--- src/design/lcbm_fifo.sv ---
// Small register-based first-in first-out queue.
module lcbm_fifo #(
   parameter int WIDTH = 8,
   parameter int DEPTH = 4
) (
   input  logic             clock,
   input  logic             reset,
   input  logic             push,
   input  logic [WIDTH-1:0] wdata,
   output logic             full,
   input  logic             pop,
   output logic [WIDTH-1:0] rdata,
   output logic             empty
);

   localparam int PW = (DEPTH > 1) ? $clog2(DEPTH) : 1;
   localparam int NW = $clog2(DEPTH + 1);

   logic [WIDTH-1:0] entry_ff [DEPTH];
   logic [PW-1:0]    wr_ptr_ff, wr_ptr_in;
   logic [PW-1:0]    rd_ptr_ff, rd_ptr_in;
   logic [NW-1:0]    fill_ff, fill_in;
   logic             do_push;
   logic             do_pop;

   assign full  = (fill_ff == NW'(DEPTH));
   assign empty = (fill_ff == '0);
   assign rdata = entry_ff[rd_ptr_ff];

   // Pointer and fill-level update.
   always_comb begin
      do_push   = push && !full;
      do_pop    = pop && !empty;
      wr_ptr_in = wr_ptr_ff;
      rd_ptr_in = rd_ptr_ff;
      fill_in   = fill_ff;
      if (do_push) begin
         wr_ptr_in = (wr_ptr_ff == PW'(DEPTH - 1)) ? '0 : wr_ptr_ff + PW'(1);
      end
      if (do_pop) begin
         rd_ptr_in = (rd_ptr_ff == PW'(DEPTH - 1)) ? '0 : rd_ptr_ff + PW'(1);
      end
      if (do_push && !do_pop) begin
         fill_in = fill_ff + NW'(1);
      end else if (do_pop && !do_push) begin
         fill_in = fill_ff - NW'(1);
      end
   end

   always_ff @(posedge clock) begin
      if (reset) begin
         wr_ptr_ff <= '0;
         rd_ptr_ff <= '0;
         fill_ff   <= '0;
      end else begin
         wr_ptr_ff <= wr_ptr_in;
         rd_ptr_ff <= rd_ptr_in;
         fill_ff   <= fill_in;
      end
   end

   // Entry storage.
   always_ff @(posedge clock) begin
      if (do_push) begin
         entry_ff[wr_ptr_ff] <= wdata;
      end
   end

endmodule

--- config.mk ---
export PLATFORM = sky130hd
export DESIGN_NAME = lcbm_fifo
export DESIGN_NICKNAME = d
export VERILOG_FILES = /design/src/design/lcbm_fifo.sv
export SDC_FILE = /design/constraint.sdc
export NUM_CORES = 1
export LEC_CHECK = 0
export BUFFER_PORTS_ARGS = -buffer_cell sky130_fd_sc_hd__buf_2
export CORE_MARGIN = 2
export CORE_UTILIZATION = 45
export CTS_CLUSTER_DIAMETER = 60
export DETAILED_ROUTE_END_ITERATION = 8
export PLACE_DENSITY_LB_ADDON = 0.1
export SLEW_MARGIN = 5
export SYNTH_ARGS = -nofsm -noshare
export SYNTH_HDL_FRONTEND = slang
export SYNTH_SLANG_ARGS = --single-unit
--- constraint.sdc ---
create_clock -name clock -period 4.56 [get_ports clock]
set_clock_uncertainty 0.1 [all_clocks]
set_input_delay 0.912 -clock clock [delete_from_list [all_inputs] [get_ports clock]]
set_output_delay 0.912 -clock clock [all_outputs]
set_load 0.02 [all_outputs]
# Word level (Yosys, flattened, before mapping)
# Memories as Yosys holds them, arrays and structs flattened. A register that Yosys moved wholly into a read port is not among the register bits.
# Cells that the tools add are included.
# totals
regBits,7
latch_bits,0
ram_bits,32
rom_bits,0
input_bits,12
out_inout_bits,10
elab_cells,29
n_memories,1
# memory_table
name,depth,word_bits,read_ports,rd_ports_with_merged_regs,wr,line_no,text
entry_ff,4,8,1,1,1,19,logic [WIDTH-1:0] entry_ff [DEPTH];
# classes
n_addsub,4
n_mul,0
div,0
magnitude_cmp,0
eq_ne,3
shift,0
mux,8
bitwise,0
reduce_logical,10
# ops
cell,n
2-to-1 mux 2 bit,4
2-to-1 mux 3 bit,2
adder 2 x 1 -> 2 bit (second input constant),2
equality test 2 bit (second input constant),2
logical AND 1 bit,4
logical NOT 1 bit,4
adder 3 x 1 -> 3 bit (second input constant),1
equality test 3 bit (second input constant),1
logical NOT 3 bit,1
subtractor 3 x 1 -> 3 bit (second input constant),1
2-to-1 mux 1 bit,2
nonzero test 2 bit,1

# Longest topological paths before layout
# depth
depth_word,7
depth_mapped,10
mapped_depth_nobuf,9

# Worst setup path before layout
# No wires, ideal clock.
# synth_timing
kind,input port to flip-flop
from,input push
to,register fill_ff[2]
setup_time_ns,0.070
arrival_ns,2.345
t_required_ns,4.390
slack_ns,2.045
stages,8
path_buffers,0
cell_sequence,inv_1 > nor2_2 > ha_1 > inv_1 > fa_1 > xor2_1 > or3_2 > a21oi_1
# synth_between
elab_chain_cells,4
# synth_rtl
element,line_no,text
"start, declared",8,"input logic push,"
logical AND 1 bit *,32,do_push = push && !full;
net do_push,23,logic do_push;
logical NOT 1 bit,45,end else if (do_pop && !do_push) begin
logical AND 1 bit,45,
nonzero test 2 bit (no source line),n/a,
"end signal, assigned",58,fill_ff <= fill_in;
"end, declared",22,"logic [NW-1:0] fill_ff, fill_in;"
# The timed path passes the listed nets; every way through them passes the cells marked *.
# A chain may end at the register's enable or synchronous reset.

==> summary.txt <==
Final cell count without fillers - 163
Clk slew on worst S/H paths - 0.11 ns
I/O pin total - 22
Hold_ws - 0.425 ns
Area delta synth->final - 13.0%
Register-to-Register Setup Slack - 2.10 ns
Die height - 64.5 um
Max Slew Vio Count - 0
Fmax - 358 MHz
Slowest Stage Delay on Critical Path - 0.69 ns
Routed vias/inst - 5.04
Die area - 4160 um^2
Final setup fails - 0
Synthesis warning total - 0
Mapped Cells - 92
Die Wd - 64.5 um
Synthesized area per cell - 17.9 um^2
Min Tclk post-route - 2.79 ns
Final GP Congestion - 0.682
Top cells by area, synth - edfxtp_1, dfxtp_1, mux4_2
Filler Cells Inserted - 306
Critical Path Fanout Max - 8
H-tree Lvls - 2
Fin. Hold Viols - 0
Critical path depth - 2
Synth unique cells - 26
Vias in the first global route - 898
Antenna diodes - 0
Largest area contributor in the netlist - edfxtp_1
Post-synth EDFFs - 32
Clock buffer count from CTS - 5
Fin worst setup slack - 1.77 ns
Reg-to-Reg End - fill_ff[2]$_SDFFE_PP0P_
Port bufs - 21
Seq/Total Area, Yosys - 0.694
Footprint of the multi-input gates - 457 um^2
Pwr Total - 980 uW
Tcrit/Tclk final - 0.612
CTS tree - built
Post-synth top flop - edfxtp_1
Sequential cell area - 1140 um^2
Vias post-DR - 822
Row cnt - 21
Arrival time at the worst endpoint - 1.78 ns
# placed instances - 155
Post-CTS Hold Buffers - 0
Worst-case reg-to-reg path depth - 9
Flops & latches, synth - 41
Dpl ws - 1.80 ns
Post-CTS sizing - 0
WP data required - 3.55 ns
# DRC - 0
Setup Buffers After CTS - 0
Nets@finish - 135
Status - completed
Cell Area, Synth - 1650 um^2
MaxCap Viol Count - 0
Crit path buf inv count - 1
Iter 0 DRT Violations - 10
Slew margin rel. - 0.627
Min-Delay Path Class - register to register
Clk buf depth - 2
Clock root buffer - clkbuf_4
Layout cells sized above 1 - 0.376
Initial antenna violation count - 0
Pwr/cell area - 527 nW/um^2
Worst setup path endpoint - rdata[3]
Core ar. - 3420 um^2
Most common cell in the synthesized netlist - edfxtp_1
Worst flop-to-flop path startpoint - fill_ff[1]$_SDFFE_PP0P_
Worst-Skew Late Latency - 0.33 ns
Leakage - 0.686 nW
Antenna viol nets, final - 0
Final core utilization - 0.544
Final wirelength - 2430 um
Async set-reset flop share out of synthesis - 0
Most common library cells after synthesis - edfxtp_1, dfxtp_1, mux4_2, ha_1
CP cell instances - mux4_2 > buf_2
Least-Margin Pin Slew - 0.558 ns
Sink Count - 41
Post-Layout Inst Area - 1860 um^2
Mapped Nets - 111
Largest net degree at the start of global routing - 13
Drt first pass iters - 4
Placed cell areas - 1780 um^2
Min-Delay Path Depth - 2
Crit. End Element - primary output
Global route overflow - 0
WS Path Type - register to primary output
Setup TNS Final - 0 ns
Initial core utilization - 0.482
Post-DP HPWL - 1700 um
Share of the synthesized area in the top cell type - 0.584
Slowest CP cell - dfxtp_1
Drt wl/cell - 14.9 um
GRT Total Usage - 0.137
Setup crit start kind - register
First-pass GRT wire length - 4060 um
Top delay family on crit path - flip-flops
RSZ-0062 raised after global routing - false
Peak VDD IR - 0.217 mV
[cells by family (layout without fill, tap and decap cells)]
logic type               count (synthesis)  count (layout)  share of synthesized area
AND/OR/NAND/NOR                         16              16                     0.0570
AO/OA/AOI/OAI                            7               7                     0.0304
buffers and inverters                    9              34                     0.0289
XOR/XNOR                                 2               2                     0.0106
flip-flops                              41              41                      0.694
adder cells (fa/ha/maj)                  7               7                     0.0578
multiplexers                            10              10                      0.122
[cell usage in the layout (no fill, tap or decap), types with 2 or more instances in the layout]
cell type and n:
nor2_1 3, xor2_1 2, and3_2 4, ha_1 6
clkbuf_4 5, buf_2 21, dfxtp_1 9, o31ai_2 2
a21oi_1 3, mux4_2 8, nor3_1 2, edfxtp_1 32
mux2i_1 2, inv_1 4, nand3_1 2
[layout make-up]
type | count | share of cell area
Inverter | 5 | 0.0128
Timing Repair Buffer | 21 | 0.0565
Sequential cell | 41 | 0.614
Clock inverter | 2 | 0.0182
Multi-Input combinational cell | 42 | 0.246
Tap cell | 46 | 0.0310
Clock buffer | 6 | 0.0222
[metal layers]
metal | GRT usage | routed length [um] | vias up
li1 | - | - | 402
met1 | 0.155 | 990 | 398
met2 | 0.245 | 1310 | 20
met3 | 0.0365 | 111 | 2
met4 | 0.0559 | 22 | 0
met5 | 0 | 0 | -
[state kept, by name, summed over array words and instances, names as in the netlist, named ones only]
name and cells:
entry_ff 32, fill_ff 3, rd_ptr_ff 2, wr_ptr_ff 2
[worst min-delay path by stage]
stage	startpoint	endpoint	slack [ns]
after global routing	rd_ptr_ff[0]$_SDFFE_PP0P_	rd_ptr_ff[0]$_SDFFE_PP0P_	0.45
after global placement	rd_ptr_ff[0]$_SDFFE_PP0P_	rd_ptr_ff[0]$_SDFFE_PP0P_	0.39
after CTS	rd_ptr_ff[0]$_SDFFE_PP0P_	rd_ptr_ff[0]$_SDFFE_PP0P_	0.42
after floorplan	rd_ptr_ff[0]$_SDFFE_PP0P_	register	0.36
final	rd_ptr_ff[0]$_SDFFE_PP0P_	rd_ptr_ff[0]$_SDFFE_PP0P_	0.42
after detailed placement	rd_ptr_ff[0]$_SDFFE_PP0P_	register	0.40
[tightest hold or removal path, delay by kind of cell, from the launching register on]
family	cells	cell delay, ns
DFF	1	0.34
AOI/OAI and AO/OA	1	0.08
and+or+nand+nor	1	0.06
[power by group]
| part | switching, mW | internal, mW | leakage [nW] |
|---|---|---|---|
| Clock | 0.107 | 0.114 | 0.0399 |
| Combinational | 0.137 | 0.121 | 0.279 |
| Sequential | 0.0454 | 0.455 | 0.367 |
| Total | 0.290 | 0.691 | 0.686 |
No activity file was read; power rests on OpenSTA's default activity.
