[src/design/lcbm_pkg.sv]
// Shared constants, codes and types of the legend color band matcher.
package lcbm_pkg;

   // Defaults for the top-level parameters.
   localparam int STORE_DEPTH_DEFAULT = 1024;
   localparam int MAX_LEGEND_DEFAULT  = 16;

   // Fixed field widths.
   localparam int BOUND_W     = 11;
   localparam int LEGEND_W    = 5;
   localparam int CSR_INDEX_W = 2;
   localparam int CSR_DATA_W  = 11;
   localparam int CHANNEL_W   = 8;
   localparam int COLOR_W     = 3 * CHANNEL_W;
   localparam int BAND_W      = 4;
   localparam int DIST_W      = 8;
   localparam int SUM_W       = 10;

   // Queue depths between the parts of the block.
   localparam int OP_QUEUE_DEPTH  = 4;
   localparam int RSP_QUEUE_DEPTH = 2;

   // Matching constants.
   localparam int                LEGEND_MIN    = 2;
   localparam int                MATCH_LIMIT   = 768;
   localparam logic [DIST_W-1:0] NO_MATCH_DIST = 8'd255;

   // Input commands.
   typedef enum logic [1:0] {
      CMD_BEGIN  = 2'd0,
      CMD_SAMPLE = 2'd1,
      CMD_END    = 2'd2
   } command_type;

   // Configuration register indexes.
   typedef enum logic [CSR_INDEX_W-1:0] {
      CSR_LOWER  = 2'd0,
      CSR_UPPER  = 2'd1,
      CSR_LEGEND = 2'd2
   } csr_index_type;

   // Kinds of operation passed from the front to the back.
   typedef enum logic {
      OP_WRITE = 1'b0,
      OP_MATCH = 1'b1
   } op_kind_type;

   // Back-end sequencer states.
   typedef enum logic [2:0] {
      ST_IDLE,
      ST_CLAMP,
      ST_ORDER,
      ST_DIVIDE,
      ST_PREP,
      ST_SCAN,
      ST_RESULT
   } back_state_type;

   // One result transaction.
   typedef struct packed {
      logic [BAND_W-1:0] band_index;
      logic              matched;
      logic [DIST_W-1:0] distance;
   } result_type;

endpackage

[src/design/lcbm_front.sv]
// Front end: accepts input transactions, tracks capture state and issues operations.
module lcbm_front
   import lcbm_pkg::*;
#(
   parameter int STORE_DEPTH = STORE_DEPTH_DEFAULT,
   localparam int CW  = $clog2(STORE_DEPTH + 1),
   localparam int OPW = 1 + CW + COLOR_W
) (
   input  logic                 clock,
   input  logic                 reset,
   input  logic                 req_push,
   input  logic [1:0]           req_command,
   input  logic [CHANNEL_W-1:0] req_red,
   input  logic [CHANNEL_W-1:0] req_green,
   input  logic [CHANNEL_W-1:0] req_blue,
   input  logic                 op_full,
   output logic                 op_push,
   output logic [OPW-1:0]       op_data
);

   logic          capture_ff, capture_in;
   logic [CW-1:0] count_ff, count_in;
   logic          accept;
   op_kind_type   op_kind;

   // Classify the accepted transaction into a store write, a match or nothing.
   always_comb begin
      accept     = req_push && !op_full;
      capture_in = capture_ff;
      count_in   = count_ff;
      op_push    = 1'b0;
      op_kind    = OP_WRITE;
      if (accept) begin
         unique case (req_command)
            CMD_BEGIN: begin
               count_in   = '0;
               capture_in = 1'b1;
            end
            CMD_SAMPLE: begin
               if (capture_ff) begin
                  // A sample that finds the store full is dropped.
                  if (count_ff < CW'(STORE_DEPTH)) begin
                     op_push  = 1'b1;
                     op_kind  = OP_WRITE;
                     count_in = count_ff + CW'(1);
                  end
               end else if (count_ff != '0) begin
                  op_push = 1'b1;
                  op_kind = OP_MATCH;
               end
            end
            CMD_END: begin
               capture_in = 1'b0;
            end
            default: begin
            end
         endcase
      end
      // The count field is the write address or the store size seen by a match.
      op_data = {op_kind, count_ff, req_red, req_green, req_blue};
   end

   always_ff @(posedge clock) begin
      if (reset) begin
         capture_ff <= 1'b0;
         count_ff   <= '0;
      end else begin
         capture_ff <= capture_in;
         count_ff   <= count_in;
      end
   end

endmodule

[config.mk]
export PLATFORM = sky130hd
export DESIGN_NAME = lcbm_front
export DESIGN_NICKNAME = d
export VERILOG_FILES = /design/src/design/lcbm_pkg.sv /design/src/design/lcbm_front.sv
export SDC_FILE = /design/constraint.sdc
export NUM_CORES = 1
export LEC_CHECK = 0
export ABC_AREA = 0
export BUFFER_PORTS_ARGS = -buffer_cell sky130_fd_sc_hd__buf_4
export CAP_MARGIN = 20
export CORE_MARGIN = 3
export CORE_UTILIZATION = 36
export DETAILED_ROUTE_END_ITERATION = 10
export PLACE_DENSITY = 0.82
export REMOVE_ABC_BUFFERS = 1
export SYNTH_ARGS = -nofsm -noshare
export SYNTH_HDL_FRONTEND = slang
export SYNTH_SLANG_ARGS = --single-unit
[constraint.sdc]
create_clock -name clock -period 1.65 [get_ports clock]
set_input_delay 0.33 -clock clock [delete_from_list [all_inputs] [get_ports clock]]
set_output_delay 0.33 -clock clock [all_outputs]
set_load 0.02 [all_outputs]
Word-level counts from Yosys, hierarchy flattened:

Cells that the tools add are included.

* add/subtract/negate cells: 1
* mux-type cells: 12
* equal/unequal tests: 4
* reduce and logical (&&, ||, !) cells: 8
* $lt $le $gt $ge: 1

Operators by type and width (count)
* 11-bit two-way mux: 2
* 11-bit one-hot mux with 2 select lines: 1
* 11-bit by 1-bit adder with 11-bit output (second input constant): 1
* 11-bit < comparator (second input constant): 1
* 11-bit nonzero test: 1
* 1-bit two-way mux: 8
* 2-bit inequality test (second input constant): 2
* 4-bit AND reduction: 1
* 2-bit nonzero test: 2
* 2-bit by 1-bit equality test with 1-bit output (second input constant): 1
* 2-bit equality test (second input constant): 1
* 2-bit logical NOT: 1
* 1-bit one-hot mux with 2 select lines: 1
* 2-bit AND reduction: 1
* 1-bit logical AND: 1
* 1-bit logical NOT: 1

* register bits: 12
* output and inout port bits: 37
* input port bits: 30
* logic and storage cells: 28

Depth between registers and ports, before layout:

* word-level depth: 5
* depth in mapped cells: 6
* gate-level depth less buffers: 6

Least setup slack after synthesis:

No wires, ideal clock.

* path type: input to output
* from: input req_command[1]
* to: output op_push
* slack: -0.173 ns
* stages: 4
* required time: 1.320 ns
* arrival time: 1.493 ns
* cells stage by stage: or3b_1 > buf_6 > or2_2 > a21oi_1

* word-level cells in the longest chain between the ends: 3

Ends and longest elaborated chain
* start: declaration: RTL line lcbm_front.sv:12 `input logic [1:0] req_command,`
* 2-bit by 1-bit equality test with 1-bit output: RTL line lcbm_front.sv:34 `unique case (req_command)`
* 1-bit two-way mux: RTL line lcbm_front.sv:34
* 1-bit two-way mux: RTL line lcbm_front.sv:33 `if (accept) begin`
* end: declaration: RTL line lcbm_front.sv:17 `output logic op_push,`

No other way between the ends.

Worst setup path in the final report:

* from: register count_ff[9]
* to: output op_data[35]

* word-level cells in the longest chain between the ends: 5

Ends and longest elaborated chain
* start: declaration: RTL line lcbm_front.sv:22 `logic [CW-1:0] count_ff, count_in;`
* start signal: assignment: RTL line lcbm_front.sv:69 `count_ff <= count_in;`
* 11-bit nonzero test: RTL line lcbm_front.sv:47 `end else if (count_ff != '0) begin`
* 1-bit two-way mux: RTL line lcbm_front.sv:47
* 1-bit two-way mux: RTL line lcbm_front.sv:40 `if (capture_ff) begin`
* 1-bit two-way mux: RTL line lcbm_front.sv:34
* 1-bit two-way mux: RTL line lcbm_front.sv:33
* end: declaration: RTL line lcbm_front.sv:18 `output logic [OPW-1:0] op_data`

No other way between the ends.

==> impl_metrics.env <==
export IMPL_die_h_um=56.44
export IMPL_synth_seq_cells=12
export IMPL_p_comb_share_pct=10.9
export IMPL_synth_warnings=0
export IMPL_numCtsBuffers=3
export IMPL_fin_crit_ns=1.708
export IMPL_yosys_top_cells_area="dfxtp_1 (26%), buf_4 (21%), xnor2_1 (6.7%)"
export IMPL_netlist_instances=107
export IMPL_final_util_pct=46.03
export IMPL_clock_sinks=12
export IMPL_synth_top_family_by_area="buffers and inverters"
export IMPL_drt_vias_per_instance=5.319
export IMPL_setup_violations=2
export IMPL_power_leakage_nw=0.3974
export IMPL_drv_slew=0
export IMPL_hold_path_class="in -> reg"
export IMPL_cts_tree="built"
export IMPL_portBuffers=18
export IMPL_grt_max_degree=11
export IMPL_track_usage_pct=16.00
export IMPL_grt_ovfl_total=0
export IMPL_initial_core_util_pct=39.50
export IMPL_firstDrtPassIters=2
export IMPL_worstReg2RegEnd="count_ff[6]"
export IMPL_fmax_mhz=585.3
export IMPL_synth_most_common_cell="buf_4"
export IMPL_violations="setup timing"
export IMPL_holdPathEnd="count_ff[1]"
export IMPL_synth_top_cell_by_area="dfxtp_1"
export IMPL_switching_power_mw=0.1388
export IMPL_synthAdderAreaFrac_pct=2.732
export IMPL_synth_commonest_cells="buf_4 (26), dfxtp_1 (12), nor2_1 (10)"
export IMPL_grt_antenna_before_repair=0
export IMPL_synth_xor_area_share_pct=6.694
export IMPL_drc=0
export IMPL_yosys_area_share_simple_pct=18.44
export IMPL_layout_drive_gt1_share_pct=50.44
export IMPL_layout_nets=146
export IMPL_p_clk_share_pct=40.1
export IMPL_synthDistinctLibCells=28
export IMPL_pin_count=67
export IMPL_synth_compound_area_share_pct=17.62
export IMPL_end_kind="output pin"
export IMPL_hold_viol_final=0
export IMPL_areaGrowthSynthToFinish_pct=16.53
export IMPL_hpwlAfterDp_mm=1.963
export IMPL_min_from="reset"
export IMPL_intPower_mw=0.4535
export IMPL_cp_max_fo=2
export IMPL_rr_worst_depth=5
export IMPL_critPathMaxStageDelay_ns=0.35
export IMPL_clk_pin_slew_ns=0.08
export IMPL_rrSetupSlack_ns=0.20
export IMPL_core_area_mm2=0.002318
export IMPL_yosys_most_used_dff="dfxtp_1"
export IMPL_stdcell_area_mm2=0.001067
export IMPL_routed_wl_mm=2.525
export IMPL_worst_pin_slew_ns=0.4104
export IMPL_cp_cell_sequence="nor4_4 > a41o_1 > nor2_1 > buf_4"
export IMPL_status="complete, but fails checks"
export IMPL_dr_total_vias=750
export IMPL_drt_iter0_drc=3
export IMPL_htree_levels=1
export IMPL_root_buffer="clkbuf_4"
export IMPL_yosysSeqAreaShare_pct=26.23
export IMPL_cp_arrival_ns=1.38
export IMPL_synthesis_area_um2=915.9
export IMPL_ant_nets=0
export IMPL_hold_depth=2
export IMPL_p_per_area_mw_per_mm2=554.9
export IMPL_p_sw_share_pct=23.43
export IMPL_rsz0062_at_grt="yes"
export IMPL_synth_edf_count=0
export IMPL_r2r_start="count_ff[10]"
export IMPL_synth_top_area_share_pct=26.23
export IMPL_placementRows=17
export IMPL_cpMaxStageDelayCell="dfxtp_4"
export IMPL_fill_cells=241
export IMPL_pre_cts_ws_ns=-0.08558
export IMPL_wl_per_cell_um=17.91
export IMPL_fp_dieW_um=56.44
export IMPL_insertedDiodeCount=0
export IMPL_postSynthAreaPerCell_um2=8.560
export IMPL_setup_tns_final_ns=-0.1030
export IMPL_grt_pass1_vias=752
export IMPL_ir_drop_v=0.0004740
export IMPL_finalCritPeriodShare_pct=103.5
export IMPL_p_seq_share_pct=49.1
export IMPL_critical_path_class="reg -> out"
export IMPL_die_area_mm2=0.003185
export IMPL_slew_headroom_pct=72.25
export IMPL_clk_latency_ns=0.27
export IMPL_muxShareOfSynthArea_pct=1.093
export IMPL_required_ns=1.32
export IMPL_grt_first_pass_wirelength_mm=3.864
export IMPL_async_flop_share_pct=0
export IMPL_setup_ws_ns=-0.05842
export IMPL_cts_hold_buf=0
export IMPL_critPathLaunchType="flop"
export IMPL_max_cap_violations=0
export IMPL_placed_cell_area_um2=962.2
export IMPL_clock_skew_ns=0.0009572
export IMPL_gp_congestion=0.8448
export IMPL_clockBufferDepth=2
==> kinds of logic after synthesis <==
group	after synthesis
simple gates	33
xor+xnor	7
flops	12
mux	1
compound gates	15
fa+ha+maj	2
buf+inv	37
==> final cells by class <==
cell class	instances	area (µm²)	share of cell area, %
Multi-Input combinational cell	58	465.4	43.61
Sequential cell	12	251.5	23.56
Timing Repair Buffer	31	249.0	23.33
Clock buffer	4	36.28	3.400
Tap cell	28	35.03	3.283
Inverter	8	30.03	2.814
==> per-layer routing <==
layer	vias up	share of wire, %	GRT usage (%)
met2	44	42	19.80
met3	2	11	11.72
li1	346	-	-
met1	358	47	22.33
met5	-	0	0
met4	0	0.44	2.034
==> critical path: cells and delay by family (launching register included) <==
kind	cells	cell delay (ns)
AO/OA/AOI/OAI	1	0.24
buffers and inverters	1	0.15
flip-flops	1	0.35
AND/OR/NAND/NOR	2	0.35
==> how the worst max path moves through the flow <==
stage	to	slack, ns	from
6_report	op_data[35]	-0.06	count_ff[9]
5_1_grt	op_data[35]	-0.13	count_ff[9]
4_1_cts	op_push	-0.06	count_ff[9]
3_5_place_dp	op_push	-0.09	req_command[1]
3_3_place_gp	op_push	-0.06	req_command[1]
2_1_floorplan	op_push	-0.26	req_command[1]
==> power groups by stage <==
| stage | Combinational [mW] | Sequential (mW) | Clock [mW] |
|---|---|---|---|
| 2_1_floorplan | 0.0220 | 0.301 | 0 |
| 3_3_place_gp | 0.0601 | 0.299 | 0 |
| 3_5_place_dp | 0.0628 | 0.299 | 0 |
| 4_1_cts | 0.0640 | 0.290 | 0.246 |
| 5_1_grt | 0.0697 | 0.291 | 0.261 |
| 6_report | 0.0644 | 0.291 | 0.237 |
==> timing repair <==
action / 4_1_cts / 5_1_grt
setup buffers: 2 / 0
endpoints found under the setup margin: 2 / 2
gates resized for setup: 11 / 5
pin swaps: 4 / 1
==> flip-flops by register name, indices dropped and copies added (netlist names) <==
| register | flops |
|---|---|
| count_ff | 11 |
| capture_ff | 1 |
==> through the flow <==
| stage | hold WS [ns] | cells | power (mW) |
|---|---|---|---|
| 2_1_floorplan | 0.4024 | 78 | 0.3227 |
| 3_3_place_gp | 0.5125 | 135 | 0.3591 |
| 3_5_place_dp | 0.5108 | 135 | 0.3618 |
| 4_1_cts | 0.2285 | 141 | 0.6007 |
| 5_1_grt | 0.2260 | 141 | 0.6211 |
| 6_report | 0.2322 | 141 | 0.5923 |
==> cell usage in the layout (no fill, tap or decap), types with 2 or more instances in the layout <==
master,Yosys,routed
a2111oi_2,2,2
a211oi_4,2,2
a21oi_1,5,4
buf_4,26,29
clkbuf_4,1,3
dfxtp_1,12,5
dfxtp_2,0,6
inv_1,8,8
nand2_1,4,4
nand3_1,6,6
nand4_1,2,2
nor2_1,10,10
nor2_2,3,3
nor4_4,0,2
xnor2_1,7,7
Power figures use the tool's default switching activity.
